## src/hw/rtl/assert_macros.svh

```systemverilog
// Assertion macros shared by the deframer RTL.
// Each macro expects clk and rst_n to exist in the module that uses it.
`ifndef ASSERT_MACROS_SVH
`define ASSERT_MACROS_SVH

// Expression must hold at every clock edge outside reset.
`define ASSERT_ALWAYS(label, expr, msg) \
    label: assert property (@(posedge clk) disable iff (!rst_n) (expr)) else $error(msg);

// Consequent must hold in the same cycle as the antecedent.
`define ASSERT_IMPLIES(label, ante, cons, msg) \
    label: assert property (@(posedge clk) disable iff (!rst_n) (ante) |-> (cons)) \
        else $error(msg);

`endif

```

## src/hw/rtl/ipd_pkg.sv

```systemverilog
// Types and constants for the IMU packet deframer.
// No dependencies; used by ipd_walker and imu_packet_deframer.
package ipd_pkg;

    // Receive phases of the frame parser.
    typedef enum logic [2:0] {
        PH_SYNC1,
        PH_SYNC2,
        PH_DESC,
        PH_LEN,
        PH_PAYLOAD,
        PH_CHK_HI,
        PH_CHK_LO
    } phase_t;

    // Field walk sequencer states.
    typedef enum logic [2:0] {
        W_IDLE,
        W_HEAD,
        W_FLEN,
        W_DESC,
        W_DATA,
        W_EMIT,
        W_STATUS
    } walk_state_t;

    // Result kinds.
    localparam logic [2:0] KIND_BAD   = 3'd0;
    localparam logic [2:0] KIND_OK    = 3'd1;
    localparam logic [2:0] KIND_ACCEL = 3'd2;
    localparam logic [2:0] KIND_GYRO  = 3'd3;
    localparam logic [2:0] KIND_MAG   = 3'd4;
    localparam logic [2:0] KIND_BARO  = 3'd5;

    // Configuration register indexes.
    localparam logic [2:0] CFG_SYNC_FIRST  = 3'd0;
    localparam logic [2:0] CFG_SYNC_SECOND = 3'd1;
    localparam logic [2:0] CFG_IMU_CLASS   = 3'd2;
    localparam logic [2:0] CFG_ACCEL       = 3'd3;
    localparam logic [2:0] CFG_GYRO        = 3'd4;
    localparam logic [2:0] CFG_MAG         = 3'd5;
    localparam logic [2:0] CFG_BARO        = 3'd6;

    // Configuration reset values.
    localparam logic [7:0] RST_SYNC_FIRST  = 8'd117;
    localparam logic [7:0] RST_SYNC_SECOND = 8'd101;
    localparam logic [7:0] RST_IMU_CLASS   = 8'd128;
    localparam logic [7:0] RST_ACCEL       = 8'd4;
    localparam logic [7:0] RST_GYRO        = 8'd5;
    localparam logic [7:0] RST_MAG         = 8'd6;
    localparam logic [7:0] RST_BARO        = 8'd23;

    // Field layout: length byte, descriptor byte, then data.
    localparam logic [7:0] MIN_FIELD_LEN = 8'd3;
    localparam logic [7:0] TRIPLE_LEN    = 8'd14;  // header plus three words
    localparam logic [7:0] SINGLE_LEN    = 8'd6;   // header plus one word
    localparam logic [3:0] TRIPLE_LAST   = 4'd11;  // last data byte offset
    localparam logic [3:0] SINGLE_LAST   = 4'd3;

    // Field descriptor codes handed to the walker.
    typedef struct packed {
        logic [7:0] accel;
        logic [7:0] gyro;
        logic [7:0] mag;
        logic [7:0] baro;
    } field_codes_t;

    // Request from the frame parser to the walker at packet end.
    typedef struct packed {
        logic       start;
        logic       walk;
        logic       good;
        logic [7:0] code;
        logic [7:0] len;
    } walk_req_t;

endpackage

```

## src/hw/rtl/ipd_ram.sv

```systemverilog
// Generic single-write, single-read RAM with a registered read port.
// No dependencies.
module ipd_ram #(
    parameter int WIDTH = 8,
    parameter int DEPTH = 256
) (
    input  logic                     clk,
    input  logic                     we,
    input  logic [$clog2(DEPTH)-1:0] wr_addr,
    input  logic [WIDTH-1:0]         wr_data,
    input  logic [$clog2(DEPTH)-1:0] rd_addr,
    output logic [WIDTH-1:0]         rd_data
);

    logic [WIDTH-1:0] mem_reg [DEPTH];
    logic [WIDTH-1:0] rd_data_reg;

    // Write and registered read.
    always_ff @(posedge clk)
    begin
        if (we)
        begin
            mem_reg[wr_addr] <= wr_data;
        end
        rd_data_reg <= mem_reg[rd_addr];
    end

    assign rd_data = rd_data_reg;

endmodule

```

## src/hw/rtl/ipd_walker.sv

```systemverilog
// Field walk sequencer: reads the payload RAM one byte per cycle unless stalled,
// assembles field words and drives the result register. Depends on ipd_pkg.
`include "assert_macros.svh"

module ipd_walker #(
    parameter int ADDR_W = 8
) (
    input  logic                 clk,
    input  logic                 rst_n,
    input  ipd_pkg::walk_req_t   req,
    input  ipd_pkg::field_codes_t codes,
    output logic                 busy,
    output logic [ADDR_W-1:0]    rd_addr,
    input  logic [7:0]           rd_data,
    output logic                 m_tvalid,
    input  logic                 m_tready,
    output logic [103:0]         m_tdata,   // packet_code, word_x, word_y, word_z
    output logic [2:0]           m_tuser,   // kind
    output logic                 m_tlast
);
    import ipd_pkg::*;

    walk_state_t st_reg, st_next;
    logic [8:0]  i_reg, i_next;
    logic [7:0]  flen_reg, flen_next;
    logic [2:0]  kind_reg, kind_next;
    logic [3:0]  cnt_reg, cnt_next;
    logic [3:0]  need_last_reg, need_last_next;
    logic [95:0] acc_reg, acc_next;
    logic [7:0]  code_reg, code_next;
    logic [7:0]  len_reg, len_next;
    logic        good_reg, good_next;
    logic        seen_accel_reg, seen_accel_next;
    logic        seen_gyro_reg, seen_gyro_next;

    logic        out_valid_reg, out_valid_next;
    logic [2:0]  out_kind_reg, out_kind_next;
    logic [7:0]  out_code_reg, out_code_next;
    logic [31:0] out_x_reg, out_x_next;
    logic [31:0] out_y_reg, out_y_next;
    logic [31:0] out_z_reg, out_z_next;
    logic        out_last_reg, out_last_next;

    logic        out_free;
    logic [3:0]  offset;
    logic [8:0]  addr_sum;
    logic [8:0]  field_end;
    logic        triple_ok;
    logic        single_ok;
    logic        dec_emit;
    logic [2:0]  dec_kind;
    logic [3:0]  dec_last;
    logic        dec_set_accel;
    logic        dec_set_gyro;

    // Shared address adder: field start plus the offset of the byte wanted.
    always_comb
    begin
        case (st_reg)
            W_FLEN:  offset = 4'd1;
            W_DESC:  offset = 4'd2;
            W_DATA:  offset = cnt_reg + 4'd3;
            default: offset = 4'd0;
        endcase
        addr_sum  = i_reg + {5'd0, offset};
        field_end = i_reg + {1'b0, rd_data};
    end

    assign rd_addr  = addr_sum[ADDR_W-1:0];
    assign out_free = !out_valid_reg || m_tready;
    assign busy     = (st_reg != W_IDLE);

    // Descriptor decode, in accel, gyro, mag, baro priority.
    always_comb
    begin
        triple_ok     = (flen_reg >= TRIPLE_LEN);
        single_ok     = (flen_reg >= SINGLE_LEN);
        dec_emit      = 1'b0;
        dec_kind      = KIND_MAG;
        dec_last      = TRIPLE_LAST;
        dec_set_accel = 1'b0;
        dec_set_gyro  = 1'b0;
        if (rd_data == codes.accel)
        begin
            dec_kind = KIND_ACCEL;
            if (triple_ok)
            begin
                dec_emit      = seen_accel_reg;
                dec_set_accel = !seen_accel_reg;
            end
        end
        else if (rd_data == codes.gyro)
        begin
            dec_kind = KIND_GYRO;
            if (triple_ok)
            begin
                dec_emit     = seen_gyro_reg;
                dec_set_gyro = !seen_gyro_reg;
            end
        end
        else if (rd_data == codes.mag)
        begin
            dec_kind = KIND_MAG;
            dec_emit = triple_ok;
        end
        else if (rd_data == codes.baro)
        begin
            dec_kind = KIND_BARO;
            dec_last = SINGLE_LAST;
            dec_emit = single_ok;
        end
    end

    // Next state.
    always_comb
    begin
        st_next = st_reg;
        case (st_reg)
            W_IDLE:
            begin
                if (req.start)
                begin
                    st_next = req.walk ? W_HEAD : W_STATUS;
                end
            end
            W_HEAD:
            begin
                st_next = (i_reg >= {1'b0, len_reg}) ? W_STATUS : W_FLEN;
            end
            W_FLEN:
            begin
                if (rd_data < MIN_FIELD_LEN || field_end > {1'b0, len_reg})
                begin
                    st_next = W_STATUS;
                end
                else
                begin
                    st_next = W_DESC;
                end
            end
            W_DESC:
            begin
                st_next = dec_emit ? W_DATA : W_HEAD;
            end
            W_DATA:
            begin
                if (cnt_reg == need_last_reg)
                begin
                    st_next = W_EMIT;
                end
            end
            W_EMIT:
            begin
                if (out_free)
                begin
                    st_next = W_HEAD;
                end
            end
            W_STATUS:
            begin
                if (out_free)
                begin
                    st_next = W_IDLE;
                end
            end
            default:
            begin
                st_next = W_IDLE;
            end
        endcase
    end

    // Datapath and result register updates.
    always_comb
    begin
        i_next          = i_reg;
        flen_next       = flen_reg;
        kind_next       = kind_reg;
        cnt_next        = cnt_reg;
        need_last_next  = need_last_reg;
        acc_next        = acc_reg;
        code_next       = code_reg;
        len_next        = len_reg;
        good_next       = good_reg;
        seen_accel_next = seen_accel_reg;
        seen_gyro_next  = seen_gyro_reg;
        out_valid_next  = out_valid_reg && !m_tready;
        out_kind_next   = out_kind_reg;
        out_code_next   = out_code_reg;
        out_x_next      = out_x_reg;
        out_y_next      = out_y_reg;
        out_z_next      = out_z_reg;
        out_last_next   = out_last_reg;
        case (st_reg)
            W_IDLE:
            begin
                if (req.start)
                begin
                    i_next    = 9'd0;
                    code_next = req.code;
                    len_next  = req.len;
                    good_next = req.good;
                end
            end
            W_FLEN:
            begin
                flen_next = rd_data;
            end
            W_DESC:
            begin
                kind_next       = dec_kind;
                need_last_next  = dec_last;
                cnt_next        = 4'd0;
                seen_accel_next = seen_accel_reg || dec_set_accel;
                seen_gyro_next  = seen_gyro_reg || dec_set_gyro;
                if (!dec_emit)
                begin
                    i_next = i_reg + {1'b0, flen_reg};
                end
            end
            W_DATA:
            begin
                acc_next = {acc_reg[87:0], rd_data};
                cnt_next = cnt_reg + 4'd1;
            end
            W_EMIT:
            begin
                if (out_free)
                begin
                    i_next         = i_reg + {1'b0, flen_reg};
                    out_valid_next = 1'b1;
                    out_kind_next  = kind_reg;
                    out_code_next  = code_reg;
                    out_last_next  = 1'b0;
                    if (kind_reg == KIND_BARO)
                    begin
                        out_x_next = acc_reg[31:0];
                        out_y_next = 32'd0;
                        out_z_next = 32'd0;
                    end
                    else
                    begin
                        out_x_next = acc_reg[95:64];
                        out_y_next = acc_reg[63:32];
                        out_z_next = acc_reg[31:0];
                    end
                end
            end
            W_STATUS:
            begin
                if (out_free)
                begin
                    out_valid_next = 1'b1;
                    out_kind_next  = good_reg ? KIND_OK : KIND_BAD;
                    out_code_next  = code_reg;
                    out_x_next     = 32'd0;
                    out_y_next     = 32'd0;
                    out_z_next     = 32'd0;
                    out_last_next  = 1'b1;
                end
            end
            default:
            begin
            end
        endcase
    end

    // Control registers.
    always_ff @(posedge clk or negedge rst_n)
    begin
        if (!rst_n)
        begin
            st_reg         <= W_IDLE;
            i_reg          <= 9'd0;
            cnt_reg        <= 4'd0;
            seen_accel_reg <= 1'b0;
            seen_gyro_reg  <= 1'b0;
            out_valid_reg  <= 1'b0;
        end
        else
        begin
            st_reg         <= st_next;
            i_reg          <= i_next;
            cnt_reg        <= cnt_next;
            seen_accel_reg <= seen_accel_next;
            seen_gyro_reg  <= seen_gyro_next;
            out_valid_reg  <= out_valid_next;
        end
    end

    // Payload registers.
    always_ff @(posedge clk)
    begin
        flen_reg      <= flen_next;
        kind_reg      <= kind_next;
        need_last_reg <= need_last_next;
        acc_reg       <= acc_next;
        code_reg      <= code_next;
        len_reg       <= len_next;
        good_reg      <= good_next;
        out_kind_reg  <= out_kind_next;
        out_code_reg  <= out_code_next;
        out_x_reg     <= out_x_next;
        out_y_reg     <= out_y_next;
        out_z_reg     <= out_z_next;
        out_last_reg  <= out_last_next;
    end

    assign m_tvalid = out_valid_reg;
    assign m_tdata  = {out_z_reg, out_y_reg, out_x_reg, out_code_reg};
    assign m_tuser  = out_kind_reg;
    assign m_tlast  = out_last_reg;

    // The walk position never passes the payload end when a field header is due.
    `ASSERT_IMPLIES(a_head_in_range, st_reg == W_HEAD, i_reg <= {1'b0, len_reg},
        "walk position past payload end")
    // Field results never close a packet, and status results always do.
    `ASSERT_IMPLIES(a_last_is_status, out_valid_reg,
        out_last_reg == (out_kind_reg == KIND_BAD || out_kind_reg == KIND_OK),
        "last flag does not match result kind")
    // The first-field flags are sticky.
    `ASSERT_ALWAYS(a_seen_sticky, !$fell(seen_accel_reg) && !$fell(seen_gyro_reg),
        "seen flag cleared")

endmodule

```

## src/hw/rtl/imu_packet_deframer.sv

```systemverilog
// IMU packet deframer top level: frame parser, checksum, configuration,
// payload RAM and field walker. Depends on ipd_pkg, ipd_ram, ipd_walker.
//
// Usage: received bytes enter on s_tvalid/s_tready/s_tdata, one byte per
// request. The parser hunts for the two sync bytes, then takes descriptor,
// length, payload (stored in the payload RAM) and a two-byte check.
// After the last check byte, for a good check and IMU class descriptor, the
// walker reads the payload RAM one byte per cycle: for each field it fetches
// the length and descriptor header, then 12 data bytes (4 for baro) of each
// emitted field, hands each result over, and at the payload end or a bad
// field issues the closing status, at once for other packets; the single RAM
// read port sets the pace. s_tready is low during the walk. Results leave on
// m_tvalid/m_tready with m_tuser holding the kind and m_tlast marking the
// status result; a stalled receiver holds the walker, and a waiting status
// result does not block the next packet's bytes. Reset returns the parser to
// sync hunt, restores the default codes and clears the first-accel and
// first-gyro flags; the RAM is not cleared. Configuration writes (cfg_we,
// cfg_index, cfg_data) take effect as soon as they are registered.
`include "assert_macros.svh"

module imu_packet_deframer #(
    parameter int PAYLOAD_DEPTH = 256
) (
    input  logic         clk,
    input  logic         rst_n,
    input  logic         s_tvalid,
    output logic         s_tready,
    input  logic [7:0]   s_tdata,   // rx_byte
    output logic         m_tvalid,
    input  logic         m_tready,
    output logic [103:0] m_tdata,   // packet_code, word_x, word_y, word_z
    output logic [2:0]   m_tuser,   // kind
    output logic         m_tlast,   // last
    input  logic         cfg_we,
    input  logic [2:0]   cfg_index,
    input  logic [7:0]   cfg_data
);
    import ipd_pkg::*;

    localparam int AddrW = $clog2(PAYLOAD_DEPTH);

    phase_t     ph_reg, ph_next;
    logic [7:0] pkt_desc_reg, pkt_desc_next;
    logic [7:0] pkt_len_reg, pkt_len_next;
    logic [7:0] byte_index_reg, byte_index_next;
    logic [7:0] sum_low_reg, sum_low_next;
    logic [7:0] sum_high_reg, sum_high_next;
    logic [7:0] chk_hi_reg, chk_hi_next;

    logic [7:0] sync_first_reg, sync_second_reg, imu_class_reg;
    logic [7:0] accel_code_reg, gyro_code_reg, mag_code_reg, baro_code_reg;

    logic             rx_fire;
    logic [7:0]       add_low;
    logic [7:0]       add_high;
    logic [7:0]       index_inc;
    logic             chk_good;
    logic             ram_we;
    logic [AddrW-1:0] rd_addr;
    logic [7:0]       rd_data;
    logic             w_busy;
    walk_req_t        req;
    field_codes_t     codes;

    assign s_tready  = !w_busy;
    assign rx_fire   = s_tvalid && s_tready;
    assign add_low   = sum_low_reg + s_tdata;
    assign add_high  = sum_high_reg + add_low;
    assign index_inc = byte_index_reg + 8'd1;
    assign chk_good  = (chk_hi_reg == sum_low_reg) && (s_tdata == sum_high_reg);

    // Next phase of the frame parser.
    always_comb
    begin
        ph_next = ph_reg;
        if (rx_fire)
        begin
            case (ph_reg)
                PH_SYNC1:   ph_next = (s_tdata == sync_first_reg) ? PH_SYNC2 : PH_SYNC1;
                PH_SYNC2:   ph_next = (s_tdata == sync_second_reg) ? PH_DESC : PH_SYNC1;
                PH_DESC:    ph_next = PH_LEN;
                PH_LEN:     ph_next = (s_tdata == 8'd0) ? PH_CHK_HI : PH_PAYLOAD;
                PH_PAYLOAD: ph_next = (index_inc >= pkt_len_reg) ? PH_CHK_HI : PH_PAYLOAD;
                PH_CHK_HI:  ph_next = PH_CHK_LO;
                PH_CHK_LO:  ph_next = PH_SYNC1;
                default:    ph_next = PH_SYNC1;
            endcase
        end
    end

    // Frame fields, running check sums, RAM write and walk request.
    always_comb
    begin
        pkt_desc_next   = pkt_desc_reg;
        pkt_len_next    = pkt_len_reg;
        byte_index_next = byte_index_reg;
        sum_low_next    = sum_low_reg;
        sum_high_next   = sum_high_reg;
        chk_hi_next     = chk_hi_reg;
        ram_we          = 1'b0;
        req             = '0;
        req.code        = pkt_desc_reg;
        req.len         = pkt_len_reg;
        req.good        = chk_good;
        req.walk        = chk_good && (pkt_desc_reg == imu_class_reg);
        if (rx_fire)
        begin
            case (ph_reg)
                PH_SYNC1:
                begin
                    if (s_tdata == sync_first_reg)
                    begin
                        sum_low_next  = s_tdata;
                        sum_high_next = s_tdata;
                    end
                end
                PH_SYNC2:
                begin
                    if (s_tdata == sync_second_reg)
                    begin
                        sum_low_next  = add_low;
                        sum_high_next = add_high;
                    end
                    else
                    begin
                        pkt_desc_next   = 8'd0;
                        pkt_len_next    = 8'd0;
                        byte_index_next = 8'd0;
                        sum_low_next    = 8'd0;
                        sum_high_next   = 8'd0;
                        chk_hi_next     = 8'd0;
                    end
                end
                PH_DESC:
                begin
                    pkt_desc_next = s_tdata;
                    sum_low_next  = add_low;
                    sum_high_next = add_high;
                end
                PH_LEN:
                begin
                    pkt_len_next    = s_tdata;
                    byte_index_next = 8'd0;
                    sum_low_next    = add_low;
                    sum_high_next   = add_high;
                end
                PH_PAYLOAD:
                begin
                    ram_we          = 1'b1;
                    byte_index_next = index_inc;
                    sum_low_next    = add_low;
                    sum_high_next   = add_high;
                end
                PH_CHK_HI:
                begin
                    chk_hi_next = s_tdata;
                end
                PH_CHK_LO:
                begin
                    req.start       = 1'b1;
                    pkt_desc_next   = 8'd0;
                    pkt_len_next    = 8'd0;
                    byte_index_next = 8'd0;
                    sum_low_next    = 8'd0;
                    sum_high_next   = 8'd0;
                    chk_hi_next     = 8'd0;
                end
                default:
                begin
                    pkt_desc_next   = 8'd0;
                    pkt_len_next    = 8'd0;
                    byte_index_next = 8'd0;
                    sum_low_next    = 8'd0;
                    sum_high_next   = 8'd0;
                    chk_hi_next     = 8'd0;
                end
            endcase
        end
    end

    // Parser state registers.
    always_ff @(posedge clk or negedge rst_n)
    begin
        if (!rst_n)
        begin
            ph_reg         <= PH_SYNC1;
            pkt_desc_reg   <= 8'd0;
            pkt_len_reg    <= 8'd0;
            byte_index_reg <= 8'd0;
            sum_low_reg    <= 8'd0;
            sum_high_reg   <= 8'd0;
            chk_hi_reg     <= 8'd0;
        end
        else
        begin
            ph_reg         <= ph_next;
            pkt_desc_reg   <= pkt_desc_next;
            pkt_len_reg    <= pkt_len_next;
            byte_index_reg <= byte_index_next;
            sum_low_reg    <= sum_low_next;
            sum_high_reg   <= sum_high_next;
            chk_hi_reg     <= chk_hi_next;
        end
    end

    // Configuration registers; an index past the list is ignored.
    always_ff @(posedge clk or negedge rst_n)
    begin
        if (!rst_n)
        begin
            sync_first_reg  <= RST_SYNC_FIRST;
            sync_second_reg <= RST_SYNC_SECOND;
            imu_class_reg   <= RST_IMU_CLASS;
            accel_code_reg  <= RST_ACCEL;
            gyro_code_reg   <= RST_GYRO;
            mag_code_reg    <= RST_MAG;
            baro_code_reg   <= RST_BARO;
        end
        else if (cfg_we)
        begin
            case (cfg_index)
                CFG_SYNC_FIRST:  sync_first_reg  <= cfg_data;
                CFG_SYNC_SECOND: sync_second_reg <= cfg_data;
                CFG_IMU_CLASS:   imu_class_reg   <= cfg_data;
                CFG_ACCEL:       accel_code_reg  <= cfg_data;
                CFG_GYRO:        gyro_code_reg   <= cfg_data;
                CFG_MAG:         mag_code_reg    <= cfg_data;
                CFG_BARO:        baro_code_reg   <= cfg_data;
                default:         ;
            endcase
        end
    end

    assign codes.accel = accel_code_reg;
    assign codes.gyro  = gyro_code_reg;
    assign codes.mag   = mag_code_reg;
    assign codes.baro  = baro_code_reg;

    // Payload buffer.
    ipd_ram #(
        .WIDTH (8),
        .DEPTH (PAYLOAD_DEPTH)
    ) u_payload_ram (
        .clk     (clk),
        .we      (ram_we),
        .wr_addr (byte_index_reg[AddrW-1:0]),
        .wr_data (s_tdata),
        .rd_addr (rd_addr),
        .rd_data (rd_data)
    );

    // Field walker and result register.
    ipd_walker #(
        .ADDR_W (AddrW)
    ) u_walker (
        .clk      (clk),
        .rst_n    (rst_n),
        .req      (req),
        .codes    (codes),
        .busy     (w_busy),
        .rd_addr  (rd_addr),
        .rd_data  (rd_data),
        .m_tvalid (m_tvalid),
        .m_tready (m_tready),
        .m_tdata  (m_tdata),
        .m_tuser  (m_tuser),
        .m_tlast  (m_tlast)
    );

    // The walker only runs between frames.
    `ASSERT_IMPLIES(a_walk_between_frames, w_busy, ph_reg == PH_SYNC1,
        "walker busy while a frame is being received")
    // Payload phase is only entered with a nonzero length.
    `ASSERT_IMPLIES(a_payload_len, ph_reg == PH_PAYLOAD, pkt_len_reg != 8'd0,
        "payload phase with zero length")
    // The write index stays inside the announced payload.
    `ASSERT_IMPLIES(a_payload_index, ph_reg == PH_PAYLOAD, byte_index_reg < pkt_len_reg,
        "payload index past length")

endmodule
```

## config.mk

```make
export PLATFORM = sky130hd
export DESIGN_NAME = imu_packet_deframer
export DESIGN_NICKNAME = d
export VERILOG_FILES = /design/src/hw/rtl/ipd_pkg.sv /design/src/hw/rtl/ipd_ram.sv /design/src/hw/rtl/ipd_walker.sv /design/src/hw/rtl/imu_packet_deframer.sv
export VERILOG_INCLUDE_DIRS = /design/src /design/src/hw/rtl
export SDC_FILE = /design/constraint.sdc
export NUM_CORES = 2
export LEC_CHECK = 0
export ABC_CLOCK_PERIOD_IN_PS = 9030
export BUFFER_PORTS_ARGS = -buffer_cell sky130_fd_sc_hd__buf_2
export CORE_ASPECT_RATIO = 1.2
export CORE_MARGIN = 2
export CORE_UTILIZATION = 40
export DETAILED_ROUTE_END_ITERATION = 8
export PLACE_DENSITY_LB_ADDON = 0.3
export SETUP_SLACK_MARGIN = 0.5
export SLEW_MARGIN = 20
export SYNTH_ARGS = -nofsm -noshare
export SYNTH_HDL_FRONTEND = slang
export SYNTH_SLANG_ARGS = --single-unit
```

## constraint.sdc

```tcl
create_clock -name clk -period 9.03 [get_ports clk]
set_clock_uncertainty 0.2 [all_clocks]
set_input_delay 0.4515 -clock clk [delete_from_list [all_inputs] [get_ports clk]]
set_output_delay 0.4515 -clock clk [all_outputs]
set_load 0.005 [all_outputs]
```

==> key figures <==
Timing
  – Relative slew slack: 0.1961
  – Max Transition Viols Final: 0
  – Setup violators final: 0
  – Period utilisation layout: 0.6610
  – Transition time of the tightest slew-check pin: 1206 ps
  – Final worst path period need: just under 6000 ps
  – Unrepaired setup endpoints after global routing: no
  – Smallest hold slack: roughly 220 ps
  – Total count of hold-check failures in the final report: 0
  – Setup TNS: 0 ps
  – Maximum clock rate: roughly 170 MHz

Cells and area
  – Number of fill cells: ~20,000
  – Area of the multi-input gates: between 20,000 and 25,000 µm²
  – Top library cells by usage in the layout, fill and taps aside: sky130_fd_sc_hd__edfxtp_1 (2,281), sky130_fd_sc_hd__mux4_2 (569), sky130_fd_sc_hd__nor2_1 (294), sky130_fd_sc_hd__nand2_1 (294), sky130_fd_sc_hd__clkbuf_16 (233)
  – Fin cells: 8,447
  – Synthesis-to-layout area growth: 12.43%
  – Net count of the finished layout: slightly above 5,000
  – FF/Latch Area: 71,830 µm²
  – Most frequent standard cell in the layout excluding fill and tap cells: sky130_fd_sc_hd__edfxtp_1
  – Final Instance Area: 108,000 µm²
  – Flip-flop count of the largest register after layout: 2,048
  – Share of layout cells above drive strength 1: 0.2363

Global routing
  – Number of antenna violations at the first check in global routing: 8
  – Met1 capacity usage during global routing: 0.2641
  – Maximum number of pins on one net before global-route repair: between 200 and 250
  – Met3 capacity usage during global routing: 0.03372
  – Wire length of the first global-routing pass: 346,200 µm
  – Peak-usage layer in the global routing report: met2
  – Number of global-route vias before repair: about 48,000
  – Grt ovf: 0
  – Total routing resource utilization after global routing: 0.1940
  – Met2 Usage GRT: 0.3192

Synth
  – Number of storage elements in the synthesis netlist: about 2,400
  – Post-synthesis instance area: ~96,000 µm²
  – Area contributors post-synth: sky130_fd_sc_hd__edfxtp_1 (71%), sky130_fd_sc_hd__mux4_2 (13%), sky130_fd_sc_hd__dfrtp_1 (2.8%), sky130_fd_sc_hd__nor2_1 (1.2%), sky130_fd_sc_hd__nand2_1 (1.1%)
  – Synthesized netlist cell count: slightly below 5,000
  – Area share of the leading cell type in the synthesized netlist: 0.7131
  – Synth Warn #: 0
  – Post-synthesis cell type count: 76
  – Count of flip-flops with a built-in enable after synthesis: 2,281
  – Average cell area after synthesis: a little under 20 µm²
  – Nets in the synthesized netlist: 4,949
  – Synth area leader: sky130_fd_sc_hd__edfxtp_1
  – Prevailing post-synth register cell: sky130_fd_sc_hd__edfxtp_1
  – Async S/R FF share, synth: 0.05217
  – Sequential fraction of the synthesis area: 0.7479

Placed design
  – Placed Cells: 7,995
  – HPWL after detailed placement: between 100,000 and 150,000 µm
  – Global placement routability congestion: about 0.83
  – Placement Cell Area: approximately 100,000 µm²
  – Count of port buffers added during placement: between 100 and 150

Floorplanning
  – Area of the die: 244,100 µm²
  – Number of placement rows: roughly 200
  – Horizontal die dimension: 451.3 µm
  – Floorplan core area: roughly 240,000 µm²
  – I/O Pins: 134
  – Initial core utilization: 0.4013
  – Vert. Die Dim: around 540 µm

Pwr
  – Total power after layout: around 25 mW
  – Sequential share of power: 0.492
  – Maximum VDD drop: around 0.15 mV
  – Part of the total power dissipated in combinational logic: 0.134
  – Clock share of power: 0.374
  – Sw power: 6.013 mW
  – Switching power as a share of total power: 0.2371
  – Static Leakage: between 30 and 40 nW
  – Internal power of the cells: about 19 mW
  – PwrDens: ~230 nW/µm²

Clocking
  – CTS tree: done
  – Clock latency on the worst-skew pair: between 800 and 900 ps
  – Post-CTS setup buffer count: 0
  – Cts bufs inserted: ~230
  – Max Buffers Root-to-Sink: 4
  – Deepest level of the CTS H-tree: 4
  – Cell at the root of the clock tree: sky130_fd_sc_hd__clkbuf_16
  – Post-cts repair resize count: 0
  – Clock edge transition at the registers on the reported setup and hold paths: around 60 ps
  – Number of clock sinks: ~2,400

Critical path
  – Crit path required time: 9580 ps
  – Largest fanout of any net on the critical path: 101
  – Kind of critical path: reg2reg
  – Worst reg-to-reg setup slack: between 3000 and 4000 ps
  – Kind of launch point of the worst setup path: flip-flop
  – Critical Path End Type: flip-flop
  – Origin of the critical flop-to-flop path: u_walker.st_reg[2]
  – CP Data Arrival Time: 6520 ps
  – Start point of the critical path: u_walker.st_reg[2]

Routing
  – Number of detailed-routing iterations run before antenna repair: 6
  – Via density per instance: 5.636
  – Average wire length per cell after detail routing: about 28 µm
  – DRC viols: 0
  – Starting DRT DRC Count: ~5,200
  – Remaining antenna violation count: 0
  – Via total after detailed routing: around 48,000
  – Drt total wl: between 200,000 and 250,000 µm

Run
  – Max-cap violations: 0

Outcome
  – Result of the run: complete, no violations

Worst hold path
  – Hold Crit Class: reg2reg
  – Launch instance of the worst min-delay path: u_walker.code_reg[6]
==> per-layer routing <==
metal | wire (µm) | share of wire
met1 | 97650 | 0.41
met2 | 118300 | 0.49
met3 | 16200 | 0.068
met4 | 7563 | 0.032
met5 | 27 | 0.00011
==> layout make-up <==
cell class,instances,share of cell area
Inverter,57,0.001993
Tap cell,3184,0.03689
Multi-Input combinational cell,2120,0.2115
Timing Repair Buffer,246,0.01695
Clock buffer,304,0.05711
Clock inverter,119,0.01031
Sequential cell,2415,0.6652
Antenna cell,2,0.00004635
==> critical path, stage by stage, from the launching register on <==
cell and delay (ps):
sky130_fd_sc_hd__dfrtp_1 570, sky130_fd_sc_hd__inv_1 190, sky130_fd_sc_hd__nand3_1 280, sky130_fd_sc_hd__o21ai_0 260
sky130_fd_sc_hd__fa_4 580, sky130_fd_sc_hd__a211o_1 340, sky130_fd_sc_hd__nand3_1 670, sky130_fd_sc_hd__nand2_8 580
sky130_fd_sc_hd__buf_12 440, sky130_fd_sc_hd__mux4_1 700, sky130_fd_sc_hd__nand2_1 120, sky130_fd_sc_hd__nand3_1 230
sky130_fd_sc_hd__nand4_1 290, sky130_fd_sc_hd__nor3_1 90
==> cell families (layout without fill, tap and decap cells) <==
family,after synthesis,after routing,share of synthesized area
simple gates,937,937,0.04408
mux,689,689,0.1508
compound gates,314,314,0.02140
xor+xnor,111,111,0.01028
fa+ha+maj,69,69,0.009379
other cells,0,2,0
buf+inv,321,726,0.01623
flops,2415,2415,0.7479
==> stage by stage <==
| step | utilization | setup WS [ps] |
|---|---|---|
| final | 0.4512 | 3061 |
| after global routing | 0.4512 | 2808 |
| after CTS | 0.4511 | 3102 |
| after detailed placement | 0.4196 | 3128 |
| after global placement | 0.4195 | 3265 |
| after floorplan | - | 3088 |
==> synth_stat cells (57+ instances only) <==
| cell | instances |
|---|---|
| sky130_fd_sc_hd__a21oi_1 | 81 |
| sky130_fd_sc_hd__and2_1 | 70 |
| sky130_fd_sc_hd__buf_2 | 57 |
| sky130_fd_sc_hd__clkbuf_1 | 155 |
| sky130_fd_sc_hd__dfrtp_1 | 107 |
| sky130_fd_sc_hd__edfxtp_1 | 2281 |
| sky130_fd_sc_hd__ha_1 | 64 |
| sky130_fd_sc_hd__inv_1 | 57 |
| sky130_fd_sc_hd__mux2_2 | 72 |
| sky130_fd_sc_hd__mux4_2 | 569 |
| sky130_fd_sc_hd__nand2_1 | 294 |
| sky130_fd_sc_hd__nand3_1 | 122 |
| sky130_fd_sc_hd__nor2_1 | 301 |
| sky130_fd_sc_hd__o21ai_0 | 60 |
| sky130_fd_sc_hd__xnor2_1 | 68 |
==> what timing repair did <==
action / in CTS / in global routing
endpoints found under the hold margin: 375 / 0
hold buffers: 27 / 0
setup endpoints to repair: 0 / 0
==> worst paths after layout <==
path | cells after the start | to
worst max register to register | 13 | u_payload_ram.rd_data[5]
max in group asynchronous | 4 | ph_reg[2]
worst max-delay path | 13 | u_payload_ram.rd_data[5]
worst min register to register | 0 | u_walker.out_code_reg[6]
min in group asynchronous | 3 | pkt_desc_reg[0]
worst min-delay path | 0 | u_walker.out_code_reg[6]
==> power by group through the flow <==
stage          Clock, mW  Sequential, mW  Combinational (mW)
2_1_floorplan          0            12.7                2.47
6_report            9.48            12.5                3.39
3_3_place_gp           0            12.7                3.43
4_1_cts             9.65            12.5                3.47
5_1_grt             10.1            12.5                3.64
3_5_place_dp           0            12.7                3.45
No activity file was read; power rests on OpenSTA's default activity.
